[config.mk]
export PLATFORM = sky130hd
export DESIGN_NAME = geometric_ratio_bisection_solver_core_flat
export DESIGN_NICKNAME = d
export VERILOG_FILES = /design/src/rtl/grbs_pkg.sv /design/src/rtl/grbs_in_if.sv /design/src/rtl/grbs_out_if.sv /design/src/rtl/grbs_cfg.sv /design/src/rtl/grbs_horner.sv /design/src/rtl/grbs_ctrl.sv /design/src/rtl/geometric_ratio_bisection_solver_core.sv /design/src/flat_wrapper.sv
export VERILOG_INCLUDE_DIRS = /design/src /design/src/rtl
export SDC_FILE = /design/constraint.sdc
export NUM_CORES = 2
export LEC_CHECK = 0
export BUFFER_PORTS_ARGS = -buffer_cell sky130_fd_sc_hd__buf_2
export CORE_MARGIN = 4
export CORE_UTILIZATION = 45
export CTS_CLUSTER_DIAMETER = 120
export DETAILED_ROUTE_END_ITERATION = 8
export PLACE_DENSITY = 0.67
export SETUP_SLACK_MARGIN = 0.1
export SYNTH_ARGS = -nofsm -noshare
export SYNTH_HDL_FRONTEND = slang
export SYNTH_SLANG_ARGS = --single-unit
[constraint.sdc]
create_clock -name clk -period 12.7 [get_ports clk]
set_input_delay 2.54 -clock clk [delete_from_list [all_inputs] [get_ports clk]]
set_output_delay 2.54 -clock clk [all_outputs]
set_load 0.005 [all_outputs]
[src/rtl/assert_macros.svh]
// ----------------------------------------------------------------------------
// assert_macros.svh
// clocked assertion shorthands for the rtl
// ----------------------------------------------------------------------------
`ifndef ASSERT_MACROS_SVH
`define ASSERT_MACROS_SVH

// same-cycle implication, disabled in reset
`define GRBS_ASSERT_IMP(label, ante, cons, msg) \
  label: assert property (@(posedge clk) disable iff (!rst_n) (ante) |-> (cons)) \
    else $error(msg);

// next-cycle implication, disabled in reset
`define GRBS_ASSERT_NXT(label, ante, cons, msg) \
  label: assert property (@(posedge clk) disable iff (!rst_n) (ante) |=> (cons)) \
    else $error(msg);

`endif

[src/rtl/grbs_pkg.sv]
// ----------------------------------------------------------------------------
// grbs_pkg
// types, constants and register codes of the geometric ratio solver
// ----------------------------------------------------------------------------
package grbs_pkg;

  localparam int MAX_CELLS_DEF      = 1024;
  localparam int MAX_ITERATIONS_DEF = 32;

  localparam int LEN_W   = 32;  // Q16.16 lengths
  localparam int RATIO_W = 32;  // Q2.30 ratios
  localparam int CNT_IN_W = 11;
  localparam int ITER_W  = 7;
  localparam int T_W     = 34;  // horner sum, saturates at 2^33
  localparam int F_W     = 35;  // signed length error

  localparam logic [T_W-1:0] LEN_CAP = 34'h2_0000_0000;

  localparam logic [31:0] BRACKET_LOW_RST  = 32'd1074815566;
  localparam logic [31:0] BRACKET_HIGH_RST = 32'd1288490189;
  localparam logic [31:0] TOLERANCE_RST    = 32'd1;

  localparam int CFG_ADDR_W = 4;
  localparam logic [1:0] REG_BRACKET_LOW  = 2'd0;
  localparam logic [1:0] REG_BRACKET_HIGH = 2'd1;
  localparam logic [1:0] REG_TOLERANCE    = 2'd2;

  typedef enum logic [1:0] {
    H_IDLE,
    H_LO,
    H_HI,
    H_ADD
  } horner_state_t;

  typedef enum logic [2:0] {
    C_IDLE,
    C_LAUNCH,
    C_EVAL,
    C_JUDGE,
    C_NEXT,
    C_FINISH
  } ctrl_state_t;

  typedef enum logic [1:0] {
    PH_LOW,
    PH_HIGH,
    PH_MID
  } phase_t;

  typedef struct packed {
    logic [31:0] bracket_low;
    logic [31:0] bracket_high;
    logic [31:0] tolerance;
  } cfg_regs_t;

  typedef struct packed {
    logic               start;
    logic [RATIO_W-1:0] q;
    logic [LEN_W-1:0]   a0;
  } horner_req_t;

  typedef struct packed {
    logic           done;
    logic [T_W-1:0] t;
  } horner_rsp_t;

endpackage

[src/rtl/grbs_in_if.sv]
// ----------------------------------------------------------------------------
// grbs_in_if
// input channel: first cell, total length and cell count
// ----------------------------------------------------------------------------
interface grbs_in_if;
  logic                          valid;
  logic                          ready;
  logic [grbs_pkg::LEN_W-1:0]    first_cell;
  logic [grbs_pkg::LEN_W-1:0]    total_length;
  logic [grbs_pkg::CNT_IN_W-1:0] cell_count;

  modport source (output valid, output first_cell, output total_length,
                  output cell_count, input ready);
  modport sink   (input valid, input first_cell, input total_length,
                  input cell_count, output ready);
endinterface

[src/rtl/grbs_out_if.sv]
// ----------------------------------------------------------------------------
// grbs_out_if
// result channel: ratio, status and iteration count
// ----------------------------------------------------------------------------
interface grbs_out_if;
  logic                         valid;
  logic                         ready;
  logic [grbs_pkg::RATIO_W-1:0] ratio;
  logic                         status;
  logic [grbs_pkg::ITER_W-1:0]  iteration_count;

  modport source (output valid, output ratio, output status,
                  output iteration_count, input ready);
  modport sink   (input valid, input ratio, input status,
                  input iteration_count, output ready);
endinterface

[src/rtl/grbs_cfg.sv]
// ----------------------------------------------------------------------------
// grbs_cfg
// apb register file: bracket ends and tolerance
// ----------------------------------------------------------------------------
module grbs_cfg (
  input  logic                              clk,
  input  logic                              rst_n,
  input  logic                              psel,
  input  logic                              penable,
  input  logic                              pwrite,
  input  logic [grbs_pkg::CFG_ADDR_W-1:0]   paddr,
  input  logic [31:0]                       pwdata,
  output logic [31:0]                       prdata,
  output logic                              pready,
  output grbs_pkg::cfg_regs_t               regs
);

  logic [31:0] bracket_low_r;
  logic [31:0] bracket_high_r;
  logic [31:0] tolerance_r;
  logic        wr_en;
  logic [1:0]  idx;

  assign idx    = paddr[3:2];
  assign wr_en  = psel && penable && pwrite;
  assign pready = 1'b1;

  always_ff @(posedge clk) begin
    if (!rst_n) begin
      bracket_low_r  <= grbs_pkg::BRACKET_LOW_RST;
      bracket_high_r <= grbs_pkg::BRACKET_HIGH_RST;
      tolerance_r    <= grbs_pkg::TOLERANCE_RST;
    end else if (wr_en) begin
      unique case (idx)
        grbs_pkg::REG_BRACKET_LOW:  bracket_low_r  <= pwdata;
        grbs_pkg::REG_BRACKET_HIGH: bracket_high_r <= pwdata;
        grbs_pkg::REG_TOLERANCE:    tolerance_r    <= pwdata;
        default: ;
      endcase
    end
  end

  always_comb begin
    unique case (idx)
      grbs_pkg::REG_BRACKET_LOW:  prdata = bracket_low_r;
      grbs_pkg::REG_BRACKET_HIGH: prdata = bracket_high_r;
      grbs_pkg::REG_TOLERANCE:    prdata = tolerance_r;
      default:                    prdata = 32'd0;
    endcase
  end

  assign regs.bracket_low  = bracket_low_r;
  assign regs.bracket_high = bracket_high_r;
  assign regs.tolerance    = tolerance_r;

endmodule

[src/rtl/grbs_horner.sv]
// ----------------------------------------------------------------------------
// grbs_horner
// horner evaluation of a0*(1+q+...+q^(n-1)) on one 34x16 multiplier
// ----------------------------------------------------------------------------
module grbs_horner #(
  parameter int MAX_CELLS = grbs_pkg::MAX_CELLS_DEF,
  localparam int CntW = $clog2(MAX_CELLS + 1)
) (
  input  logic                    clk,
  input  logic                    rst_n,
  input  grbs_pkg::horner_req_t   req,
  input  logic [CntW-1:0]         n,
  output grbs_pkg::horner_rsp_t   rsp
);

  localparam int T_W = grbs_pkg::T_W;

  grbs_pkg::horner_state_t state_r, state_nxt;
  logic [CntW-1:0] cnt_r;
  logic [T_W-1:0]  t_r;
  logic [T_W-1:0]  lo_r;
  logic [50:0]     sum_r;
  logic            done_r;

  logic [15:0]     mult_b;
  logic [49:0]     prod;
  logic [50:0]     sum;
  logic [37:0]     t_sum;
  logic [T_W-1:0]  t_clamp;
  logic [CntW-1:0] cnt_inc;
  logic            last_step;
  logic            finish;

  // low half of q first, then high half
  assign mult_b  = (state_r == grbs_pkg::H_HI) ? req.q[31:16] : req.q[15:0];
  assign prod    = 50'(t_r) * 50'(mult_b);
  assign sum     = 51'(prod) + 51'(lo_r);
  assign t_sum   = 38'(sum_r[50:14]) + 38'(req.a0);
  assign t_clamp = (t_sum > 38'(grbs_pkg::LEN_CAP)) ? grbs_pkg::LEN_CAP : t_sum[T_W-1:0];
  assign cnt_inc = cnt_r + CntW'(1);
  // saturation is sticky, so further steps cannot change the sum
  assign last_step = (cnt_inc == n) || (t_clamp == grbs_pkg::LEN_CAP);

  always_comb begin
    state_nxt = state_r;
    unique case (state_r)
      grbs_pkg::H_IDLE: begin
        if (req.start && (n != '0)) state_nxt = grbs_pkg::H_LO;
      end
      grbs_pkg::H_LO:  state_nxt = grbs_pkg::H_HI;
      grbs_pkg::H_HI:  state_nxt = grbs_pkg::H_ADD;
      grbs_pkg::H_ADD: state_nxt = last_step ? grbs_pkg::H_IDLE : grbs_pkg::H_LO;
      default:         state_nxt = grbs_pkg::H_IDLE;
    endcase
  end

  always_comb begin
    finish = 1'b0;
    unique case (state_r)
      grbs_pkg::H_IDLE: finish = req.start && (n == '0);
      grbs_pkg::H_ADD:  finish = last_step;
      default:          finish = 1'b0;
    endcase
  end

  always_ff @(posedge clk) begin
    if (!rst_n) begin
      state_r <= grbs_pkg::H_IDLE;
      done_r  <= 1'b0;
      cnt_r   <= '0;
    end else begin
      state_r <= state_nxt;
      done_r  <= finish;
      if (state_r == grbs_pkg::H_IDLE && req.start) cnt_r <= '0;
      else if (state_r == grbs_pkg::H_ADD)           cnt_r <= cnt_inc;
    end
  end

  always_ff @(posedge clk) begin
    if (state_r == grbs_pkg::H_IDLE && req.start) t_r <= '0;
    if (state_r == grbs_pkg::H_LO)  lo_r  <= prod[49:16];
    if (state_r == grbs_pkg::H_HI)  sum_r <= sum;
    if (state_r == grbs_pkg::H_ADD) t_r   <= t_clamp;
  end

  assign rsp.done = done_r;
  assign rsp.t    = t_r;

endmodule

[src/rtl/grbs_ctrl.sv]
// ----------------------------------------------------------------------------
// grbs_ctrl
// bisection sequencer: bracket check, midpoint steps and result register
// ----------------------------------------------------------------------------
module grbs_ctrl #(
  parameter int MAX_CELLS      = grbs_pkg::MAX_CELLS_DEF,
  parameter int MAX_ITERATIONS = grbs_pkg::MAX_ITERATIONS_DEF,
  localparam int CntW  = $clog2(MAX_CELLS + 1),
  localparam int IterW = $clog2(MAX_ITERATIONS + 1)
) (
  input  logic                   clk,
  input  logic                   rst_n,
  grbs_in_if.sink                in_ch,
  grbs_out_if.source             out_ch,
  input  grbs_pkg::cfg_regs_t    cfg,
  output grbs_pkg::horner_req_t  hreq,
  output logic [CntW-1:0]        n_eff,
  input  grbs_pkg::horner_rsp_t  hrsp
);

  localparam int F_W = grbs_pkg::F_W;

  grbs_pkg::ctrl_state_t state_r, state_nxt;
  grbs_pkg::phase_t      phase_r;

  logic [31:0]      a0_r, len_r;
  logic [CntW-1:0]  n_r;
  logic [31:0]      q1_r, q2_r, trial_q_r;
  logic [IterW-1:0] count_r;
  logic signed [F_W-1:0] f_r;
  logic             f1_neg_r, f1_pos_r;
  logic             err_r;
  logic             out_valid_r;
  logic [31:0]      out_ratio_r;
  logic             out_status_r;
  logic [grbs_pkg::ITER_W-1:0] out_iter_r;

  logic             accept;
  logic             out_free;
  logic [31:0]      n_ext;
  logic [CntW-1:0]  n_sat;
  logic             f_neg, f_zero, f_pos;
  logic [F_W-1:0]   f_abs;
  logic             in_tol;
  logic             same_sign;
  logic             opposite;
  logic [31:0]      gap;
  logic             stop_next;
  logic [32:0]      mid_sum;
  logic             launch;

  assign accept   = in_ch.valid && in_ch.ready;
  assign out_free = !out_valid_r || out_ch.ready;

  assign n_ext = 32'(in_ch.cell_count);
  assign n_sat = (n_ext > 32'(MAX_CELLS)) ? CntW'(MAX_CELLS) : CntW'(n_ext);

  assign f_neg    = f_r[F_W-1];
  assign f_zero   = (f_r == '0);
  assign f_pos    = !f_neg && !f_zero;
  assign f_abs    = f_neg ? F_W'(-f_r) : F_W'(f_r);
  assign in_tol   = f_abs <= F_W'(cfg.tolerance);
  // f1 and f2 share a strict sign
  assign same_sign = (f1_pos_r && f_pos) || (f1_neg_r && f_neg);
  assign opposite  = (f1_pos_r && f_neg) || (f1_neg_r && f_pos);

  assign gap       = (q2_r >= q1_r) ? (q2_r - q1_r) : (q1_r - q2_r);
  assign stop_next = (phase_r == grbs_pkg::PH_MID) &&
                     ((gap <= 32'd1) || (count_r == IterW'(MAX_ITERATIONS)));
  assign mid_sum   = 33'(q1_r) + 33'(q2_r);

  always_comb begin
    state_nxt = state_r;
    unique case (state_r)
      grbs_pkg::C_IDLE:   if (accept) state_nxt = grbs_pkg::C_LAUNCH;
      grbs_pkg::C_LAUNCH: state_nxt = grbs_pkg::C_EVAL;
      grbs_pkg::C_EVAL:   if (hrsp.done) state_nxt = grbs_pkg::C_JUDGE;
      grbs_pkg::C_JUDGE: begin
        unique case (phase_r)
          grbs_pkg::PH_LOW:  state_nxt = grbs_pkg::C_LAUNCH;
          grbs_pkg::PH_HIGH: state_nxt = same_sign ? grbs_pkg::C_FINISH : grbs_pkg::C_NEXT;
          grbs_pkg::PH_MID:  state_nxt = in_tol ? grbs_pkg::C_FINISH : grbs_pkg::C_NEXT;
          default:           state_nxt = grbs_pkg::C_FINISH;
        endcase
      end
      grbs_pkg::C_NEXT:   state_nxt = stop_next ? grbs_pkg::C_FINISH : grbs_pkg::C_LAUNCH;
      grbs_pkg::C_FINISH: if (out_free) state_nxt = grbs_pkg::C_IDLE;
      default:            state_nxt = grbs_pkg::C_IDLE;
    endcase
  end

  always_comb begin
    in_ch.ready = (state_r == grbs_pkg::C_IDLE);
    launch      = (state_r == grbs_pkg::C_LAUNCH);
  end

  always_ff @(posedge clk) begin
    if (!rst_n) begin
      state_r     <= grbs_pkg::C_IDLE;
      phase_r     <= grbs_pkg::PH_LOW;
      out_valid_r <= 1'b0;
    end else begin
      state_r <= state_nxt;
      if (accept) phase_r <= grbs_pkg::PH_LOW;
      else if (state_r == grbs_pkg::C_JUDGE && phase_r == grbs_pkg::PH_LOW)
        phase_r <= grbs_pkg::PH_HIGH;
      else if (state_r == grbs_pkg::C_NEXT)
        phase_r <= grbs_pkg::PH_MID;
      if (state_r == grbs_pkg::C_FINISH && out_free) out_valid_r <= 1'b1;
      else if (out_ch.ready)                          out_valid_r <= 1'b0;
    end
  end

  always_ff @(posedge clk) begin
    if (accept) begin
      a0_r      <= in_ch.first_cell;
      len_r     <= in_ch.total_length;
      n_r       <= n_sat;
      q1_r      <= cfg.bracket_low;
      q2_r      <= cfg.bracket_high;
      trial_q_r <= cfg.bracket_low;
      count_r   <= '0;
      err_r     <= 1'b0;
    end
    if (state_r == grbs_pkg::C_EVAL && hrsp.done)
      f_r <= $signed({1'b0, hrsp.t}) - $signed({3'b000, len_r});
    if (state_r == grbs_pkg::C_JUDGE) begin
      unique case (phase_r)
        grbs_pkg::PH_LOW: begin
          f1_neg_r  <= f_neg;
          f1_pos_r  <= f_pos;
          trial_q_r <= q2_r;
        end
        grbs_pkg::PH_HIGH: begin
          if (same_sign) err_r <= 1'b1;
        end
        grbs_pkg::PH_MID: begin
          if (!in_tol) begin
            if (opposite) begin
              q2_r <= trial_q_r;
            end else begin
              q1_r     <= trial_q_r;
              f1_neg_r <= f_neg;
              f1_pos_r <= f_pos;
            end
          end
        end
        default: ;
      endcase
    end
    if (state_r == grbs_pkg::C_NEXT && !stop_next) begin
      trial_q_r <= mid_sum[32:1];
      count_r   <= count_r + IterW'(1);
    end
    if (state_r == grbs_pkg::C_FINISH && out_free) begin
      out_ratio_r  <= err_r ? 32'd0 : trial_q_r;
      out_status_r <= err_r;
      out_iter_r   <= err_r ? '0 : grbs_pkg::ITER_W'(count_r);
    end
  end

  assign hreq.start = launch;
  assign hreq.q     = trial_q_r;
  assign hreq.a0    = a0_r;
  assign n_eff      = n_r;

  assign out_ch.valid           = out_valid_r;
  assign out_ch.ratio           = out_ratio_r;
  assign out_ch.status          = out_status_r;
  assign out_ch.iteration_count = out_iter_r;

endmodule

[src/rtl/geometric_ratio_bisection_solver_core.sv]
// ----------------------------------------------------------------------------
// geometric_ratio_bisection_solver_core
// bisection solver for the expansion ratio of a geometric cell progression
// ----------------------------------------------------------------------------
// in_if carries one beat of first_cell, total_length and cell_count; out_if
// returns one beat of ratio, status and iteration_count for each input beat.
// The cfg_ apb port holds bracket_low (0x0), bracket_high (0x4) and
// tolerance (0x8); write it only while no item is in flight.
// One horner step runs H_LO and H_HI, the two partial products on the shared
// 34x16 multiplier, and then H_ADD, the sum. An item evaluates both bracket
// ends and then up to MAX_ITERATIONS midpoints; a saturated sum ends an
// evaluation early.
// in_if.ready is high only while no item is being solved. The result waits
// in an output register, so a new item is accepted while out_if is stalled;
// the next result holds in its final state until that register frees.
// rst_n (synchronous) empties the block and restores the register defaults.
// ----------------------------------------------------------------------------
`include "assert_macros.svh"

module geometric_ratio_bisection_solver_core #(
  parameter int MAX_CELLS      = grbs_pkg::MAX_CELLS_DEF,
  parameter int MAX_ITERATIONS = grbs_pkg::MAX_ITERATIONS_DEF
) (
  input  logic                             clk,
  input  logic                             rst_n,
  grbs_in_if.sink                          in_if,
  grbs_out_if.source                       out_if,
  input  logic                             cfg_psel,
  input  logic                             cfg_penable,
  input  logic                             cfg_pwrite,
  input  logic [grbs_pkg::CFG_ADDR_W-1:0]  cfg_paddr,
  input  logic [31:0]                      cfg_pwdata,
  output logic [31:0]                      cfg_prdata,
  output logic                             cfg_pready
);

  localparam int CntW = $clog2(MAX_CELLS + 1);

  grbs_pkg::cfg_regs_t   cfg_regs;
  grbs_pkg::horner_req_t hreq;
  grbs_pkg::horner_rsp_t hrsp;
  logic [CntW-1:0]       n_eff;

  grbs_cfg u_cfg (
    .clk     (clk),
    .rst_n   (rst_n),
    .psel    (cfg_psel),
    .penable (cfg_penable),
    .pwrite  (cfg_pwrite),
    .paddr   (cfg_paddr),
    .pwdata  (cfg_pwdata),
    .prdata  (cfg_prdata),
    .pready  (cfg_pready),
    .regs    (cfg_regs)
  );

  grbs_horner #(
    .MAX_CELLS (MAX_CELLS)
  ) u_horner (
    .clk   (clk),
    .rst_n (rst_n),
    .req   (hreq),
    .n     (n_eff),
    .rsp   (hrsp)
  );

  grbs_ctrl #(
    .MAX_CELLS      (MAX_CELLS),
    .MAX_ITERATIONS (MAX_ITERATIONS)
  ) u_ctrl (
    .clk    (clk),
    .rst_n  (rst_n),
    .in_ch  (in_if),
    .out_ch (out_if),
    .cfg    (cfg_regs),
    .hreq   (hreq),
    .n_eff  (n_eff),
    .hrsp   (hrsp)
  );

  // an accepted beat keeps the solver busy
  `GRBS_ASSERT_NXT(a_busy_after_accept, in_if.valid && in_if.ready, !in_if.ready, "ready after accept")
  // evaluations start only while an item is in flight
  `GRBS_ASSERT_IMP(a_start_busy, hreq.start, !in_if.ready, "horner start while idle")
  // a bracket error reports zero ratio and zero steps
  `GRBS_ASSERT_IMP(a_err_result, out_if.valid && out_if.status, (out_if.ratio == 32'd0) && (out_if.iteration_count == '0), "bad error result")
  // step count never passes the limit
  `GRBS_ASSERT_IMP(a_iter_limit, out_if.valid, out_if.iteration_count <= grbs_pkg::ITER_W'(MAX_ITERATIONS), "step count above limit")

endmodule
[src/flat_wrapper.sv]
// flat-port wrapper written by rule: the top's interface ports become plain ports
module geometric_ratio_bisection_solver_core_flat 
#(
  parameter int MAX_CELLS      = grbs_pkg::MAX_CELLS_DEF,
  parameter int MAX_ITERATIONS = grbs_pkg::MAX_ITERATIONS_DEF
)
  (clk, rst_n, cfg_psel, cfg_penable, cfg_pwrite, cfg_paddr, cfg_pwdata, cfg_prdata, cfg_pready, in_if_valid, in_if_first_cell, in_if_total_length, in_if_cell_count, in_if_ready, out_if_valid, out_if_ratio, out_if_status, out_if_iteration_count, out_if_ready);
  grbs_in_if in_if_i ();
  grbs_out_if out_if_i ();
  input  logic clk;
  input  logic rst_n;
  input  logic cfg_psel;
  input  logic cfg_penable;
  input  logic cfg_pwrite;
  input  logic [grbs_pkg::CFG_ADDR_W-1:0] cfg_paddr;
  input  logic [31:0] cfg_pwdata;
  output logic [31:0] cfg_prdata;
  output logic cfg_pready;
  input wire logic [$bits(in_if_i.valid)-1:0] in_if_valid;
  input wire logic [$bits(in_if_i.first_cell)-1:0] in_if_first_cell;
  input wire logic [$bits(in_if_i.total_length)-1:0] in_if_total_length;
  input wire logic [$bits(in_if_i.cell_count)-1:0] in_if_cell_count;
  output wire logic [$bits(in_if_i.ready)-1:0] in_if_ready;
  output wire logic [$bits(out_if_i.valid)-1:0] out_if_valid;
  output wire logic [$bits(out_if_i.ratio)-1:0] out_if_ratio;
  output wire logic [$bits(out_if_i.status)-1:0] out_if_status;
  output wire logic [$bits(out_if_i.iteration_count)-1:0] out_if_iteration_count;
  input wire logic [$bits(out_if_i.ready)-1:0] out_if_ready;
  assign in_if_i.valid = in_if_valid;
  assign in_if_i.first_cell = in_if_first_cell;
  assign in_if_i.total_length = in_if_total_length;
  assign in_if_i.cell_count = in_if_cell_count;
  assign in_if_ready = in_if_i.ready;
  assign out_if_valid = out_if_i.valid;
  assign out_if_ratio = out_if_i.ratio;
  assign out_if_status = out_if_i.status;
  assign out_if_iteration_count = out_if_i.iteration_count;
  assign out_if_i.ready = out_if_ready;
  geometric_ratio_bisection_solver_core #(.MAX_CELLS(MAX_CELLS), .MAX_ITERATIONS(MAX_ITERATIONS)) u_core (.clk(clk), .rst_n(rst_n), .in_if(in_if_i), .out_if(out_if_i), .cfg_psel(cfg_psel), .cfg_penable(cfg_penable), .cfg_pwrite(cfg_pwrite), .cfg_paddr(cfg_paddr), .cfg_pwdata(cfg_pwdata), .cfg_prdata(cfg_prdata), .cfg_pready(cfg_pready));
endmodule
==> results.md <==
- The flow ran to the end, and the final reports show no timing, DRC or antenna violations.
- In the final layout, the share of cells above drive strength 1 is 8.25%.
- The count of state elements after synthesis is 475.
- The clock slew seen by the registers of the worst setup and hold paths is 0.06 ns.
- In the routed layout, each cell is associated on average with a via count of 5.60.
- In this run the critical register-to-register path is launched from u_core.u_horner.state_r[0]$_SDFFE_PN0P_.
- For this run, the share of the core covered by cells in the final layout is 49.8%.
- The number of top-level pins is 193.
- The commonest cells after synthesis are nand2_1, inv_1, fa_1.
- The aggregate negative setup slack is 0 ns.
- The total vias in the final route is 38,210.
- The tool flagged a number of max-cap violations equal to 0.
- In this run the number of cells on the critical path is 34.
- Static timing analysis puts the maximum clock frequency at 0.0920 GHz.
- The number of failing hold endpoints at the final stage is 0.
- The first global-routing pass estimated 223 mm of wire.
- Among all stages on the critical path, the largest delay is contributed by ha_1.
- Compared with the post-synthesis result, the final layout area differs by 9.24%.
- The clock tree synthesis step divided the H-tree into 2 levels.
- The highest fanout seen on the critical path is 32.
- Setup slack on the worst reg-to-reg path comes out at 1.83 ns.
- The least setup slack across all paths after layout is 1.83 ns.
- In this run the worst setup path terminates at u_core.u_horner.sum_r[46]$_DFFE_PN_.
- The kind of cell with the highest combined delay on the critical path is adder cells.
- The net count after synthesis is 6,262.
- Together, buffers and inverters on the worst path number 4.
- Routability-driven placement finished with a final weighted congestion of 0.955.
- The time the worst path needs with I/O delays and setup is 10.87 ns.
- The cell depth of the worst flop-to-flop path is 34.
- The leading area contributor after synthesis is fa_1.
- STA classifies the critical path endpoint as a register.
- Buffers added to address setup during post-CTS repair amount to 0.
- After legalization and detailed placement, the total HPWL measured 110 mm.
- Of the synthesized area, sequential elements account for 25.6%.
- The worst setup timing slack at the placement stage is 1.88 ns.
- The data required time of the critical path is 13.06 ns.
- STA classifies the critical path startpoint as a register.
- In this run, synthesis inferred 262 flip-flops with an integrated enable.
- The worst hold path belongs to the class reg -> reg.
- No sink is reached through more buffers than the 3 on the longest clock path.
- The critical path starts at u_core.u_horner.state_r[0]$_SDFFE_PN0P_.
- The part of the cycle the worst path needs is 85.6%.
- The pin slew with the least headroom to its limit is 1.09 ns.
- The chip width is 333 µm.
- Global routing used 25.5% of the available tracks.
- Setup violations remaining at the end of the flow were counted as 0.
- In this run, distinct cell masters in the synthesized netlist total 90.
- The post-synthesis average cell area is 8.89 µm².
- On the worst path, the slowest cell contributes a delay of 0.85 ns.
- The relative slew slack is 27.0%.
- The number of clock buffers added by TritonCTS is 57.
- The critical path class is reg -> reg.
- The share of the synthesized area in the top cell type is 19.0%.
- The number of antenna-violating nets in the routed design is 0.
- The floorplan step defined a die boundary enclosing 111,000 µm².
- The routed length per instance is 20.8 µm.
- The tree is rooted in a clkbuf_16.
- The number of buffers added on ports is 188.
- The clock tree from TritonCTS is yes.
- The endpoint identified for the worst register-to-register timing path is u_core.u_horner.sum_r[46]$_DFFE_PN_.
- The dominant cell by count in the synthesized netlist is nand2_1.
- The clock tree skew after final layout is 0.107 ns.
- Ranked by total cell area, the synthesized netlist is headed by fa_1, edfxtp_1, ha_1.
- For this run, the leading register cell type out of synthesis is edfxtp_1.
- In this run the vertical extent of the chip is 333 µm.
- The later pin in the worst-skew pair is clocked with a latency of 0.72 ns.
- Once the clock tree was built, the resizer swapped 0 gates to a different size.
- Entering global routing, the biggest net connects 82 pins.
- The via count of the first global-routing pass is 38,901.
- The number of clock sinks is 475.
- The final wirelength is 142 mm.
- The layout has 9,834 filler cells.
- For the worst setup path, the data arrival time is 11.23 ns.
- Buffers inserted to repair hold after CTS numbered 0.
- The area of the placeable core is 104,000 µm².
- The number of design rule violations left after detail routing is 0.
- The detailed router finished its first iteration with 3,011 violations.
- Summed over all layers, the global routing overflow is 0.
- The post-synthesis cell area is 47,400 µm².
- The number of cells in the finished layout apart from fillers is 6,827.
- The number of antenna violations at the first check in global routing is 7.
- The initial standard-cell utilization of the core is 45.5%.
- The number of placed cells counting well taps is 6,719.
- At the end of the flow, the number of nets in the layout was 6,328.
- The count of mapped cells out of synthesis is 5,332.
- During synthesis, Yosys emitted a total of 0 warnings.
- After floorplanning, the core was divided into 118 placement rows.
- The first detailed-routing pass ran for 7 iterations.
- Among the stages of the critical path, the cell type that occurs most often is fa_1.
- Setup repair after global routing left no endpoint under its margin.
- Of all flip-flops after synthesis, the portion carrying an async set or reset was 0%.
- The number of max-slew violations in the final report is 0.
-- worst min-delay path: stages, from the launching register on --
cell and delay (ns):
dfxtp_1 0.32, nand2_1 0.05, a21boi_0 0.06
-- worst min-delay path by stage --
stage | startpoint | to | slack (ns) | cells past startpoint
detailed placement | u_core.u_cfg.bracket_high_r[24]$_SDFFE_PN0P_ | u_core.u_cfg.bracket_high_r[24]$_SDFFE_PN0P_ | 0.48 | 2
global route | u_core.u_cfg.bracket_low_r[26]$_SDFFE_PN0P_ | u_core.u_cfg.bracket_low_r[26]$_SDFFE_PN0P_ | 0.51 | 2
CTS | u_core.u_cfg.bracket_high_r[24]$_SDFFE_PN0P_ | u_core.u_cfg.bracket_high_r[24]$_SDFFE_PN0P_ | 0.48 | 2
floorplan | u_core.u_ctrl.f_r[34]$_DFFE_PP_ | u_core.u_ctrl.f1_neg_r$_DFFE_PP_ | 0.42 | 0
global placement | u_core.u_cfg.tolerance_r[30]$_SDFFE_PN0P_ | u_core.u_cfg.tolerance_r[30]$_SDFFE_PN0P_ | 0.47 | 2
finish | u_core.u_cfg.bracket_low_r[11]$_SDFFE_PN0P_ | u_core.u_cfg.bracket_low_r[11]$_SDFFE_PN0P_ | 0.48 | 2
-- layout make-up --
class                           count  area [µm²]  share of cell area [%]
Multi-Input combinational cell   3895       31600                    61.1
Timing Repair Buffer              251        1410                    2.73
Antenna cell                        4        10.0                  0.0193
Inverter                          718        2700                    5.21
Clock inverter                     32         571                    1.10
Clock buffer                       72        1600                    3.08
Sequential cell                   475       12100                    23.4
Tap cell                         1380        1730                    3.33
-- per-layer routing --
layer / vias to the layer above / track usage (%) / share of wire, %
li1: 17831 / - / -
met1: 18709 / 34.0 / 42
met2: 1408 / 40.8 / 45
met3: 262 / 5.13 / 7.8
met4: 0 / 10.6 / 4.7
met5: - / 0 / 0
-- cells by family (layout without fill, tap and decap cells) --
group / count (synthesis) / after routing / share of synthesized area [%]
other cells: 2 / 6 / 0.0158
xor+xnor: 223 / 223 / 4.12
fa+ha+maj: 812 / 812 / 28.6
flops: 475 / 475 / 25.6
mux: 165 / 165 / 3.70
compound gates: 965 / 965 / 13.2
buf+inv: 962 / 1073 / 7.76
simple gates: 1728 / 1728 / 17.0
-- registers in the layout, summed over array words and instances, names as in the netlist, 3 cells and up --
signal,count
u_core.u_horner.sum_r,37
u_core.u_ctrl.f_r,35
u_core.u_horner.lo_r,34
u_core.u_horner.t_r,34
u_core.u_cfg.bracket_high_r,32
u_core.u_cfg.bracket_low_r,32
u_core.u_cfg.tolerance_r,32
u_core.u_ctrl.a0_r,32
u_core.u_ctrl.len_r,32
u_core.u_ctrl.out_ch.ratio,32
u_core.u_ctrl.q1_r,32
u_core.u_ctrl.q2_r,32
u_core.u_ctrl.trial_q_r,32
u_core.u_ctrl.n_eff,11
u_core.u_horner.cnt_r,11
u_core.u_ctrl.count_r,6
u_core.u_ctrl.out_ch.iteration_count,6
u_core.u_ctrl.state_r,3
-- stage by stage --
stage | hold WS, ns | cell area (µm²)
floorplan | 0.424 | 47400
global placement | 0.471 | 49600
detailed placement | 0.476 | 49600
CTS | 0.485 | 51800
global route | 0.507 | 51800
finish | 0.484 | 51800
-- cells in the final DEF (no fill, tap or decap), drive strengths merged, types with 81 or more instances in the layout --
| master | instances |
|---|---|
| and2 | 191 |
| xnor2 | 161 |
| nor2 | 183 |
| inv | 720 |
| mux2i | 84 |
| edfxtp | 262 |
| o21ai | 255 |
| ha | 361 |
| dfxtp | 213 |
| fa | 451 |
| a21o | 97 |
| mux2 | 81 |
| nand2 | 853 |
| nand3 | 123 |
| a21oi | 217 |
| buf | 251 |
| nor3 | 88 |
| nor2b | 90 |
Power is left out: the tool's default activity adds up to more than one toggle a clock period on the data nets, which glitch-free logic cannot reach.
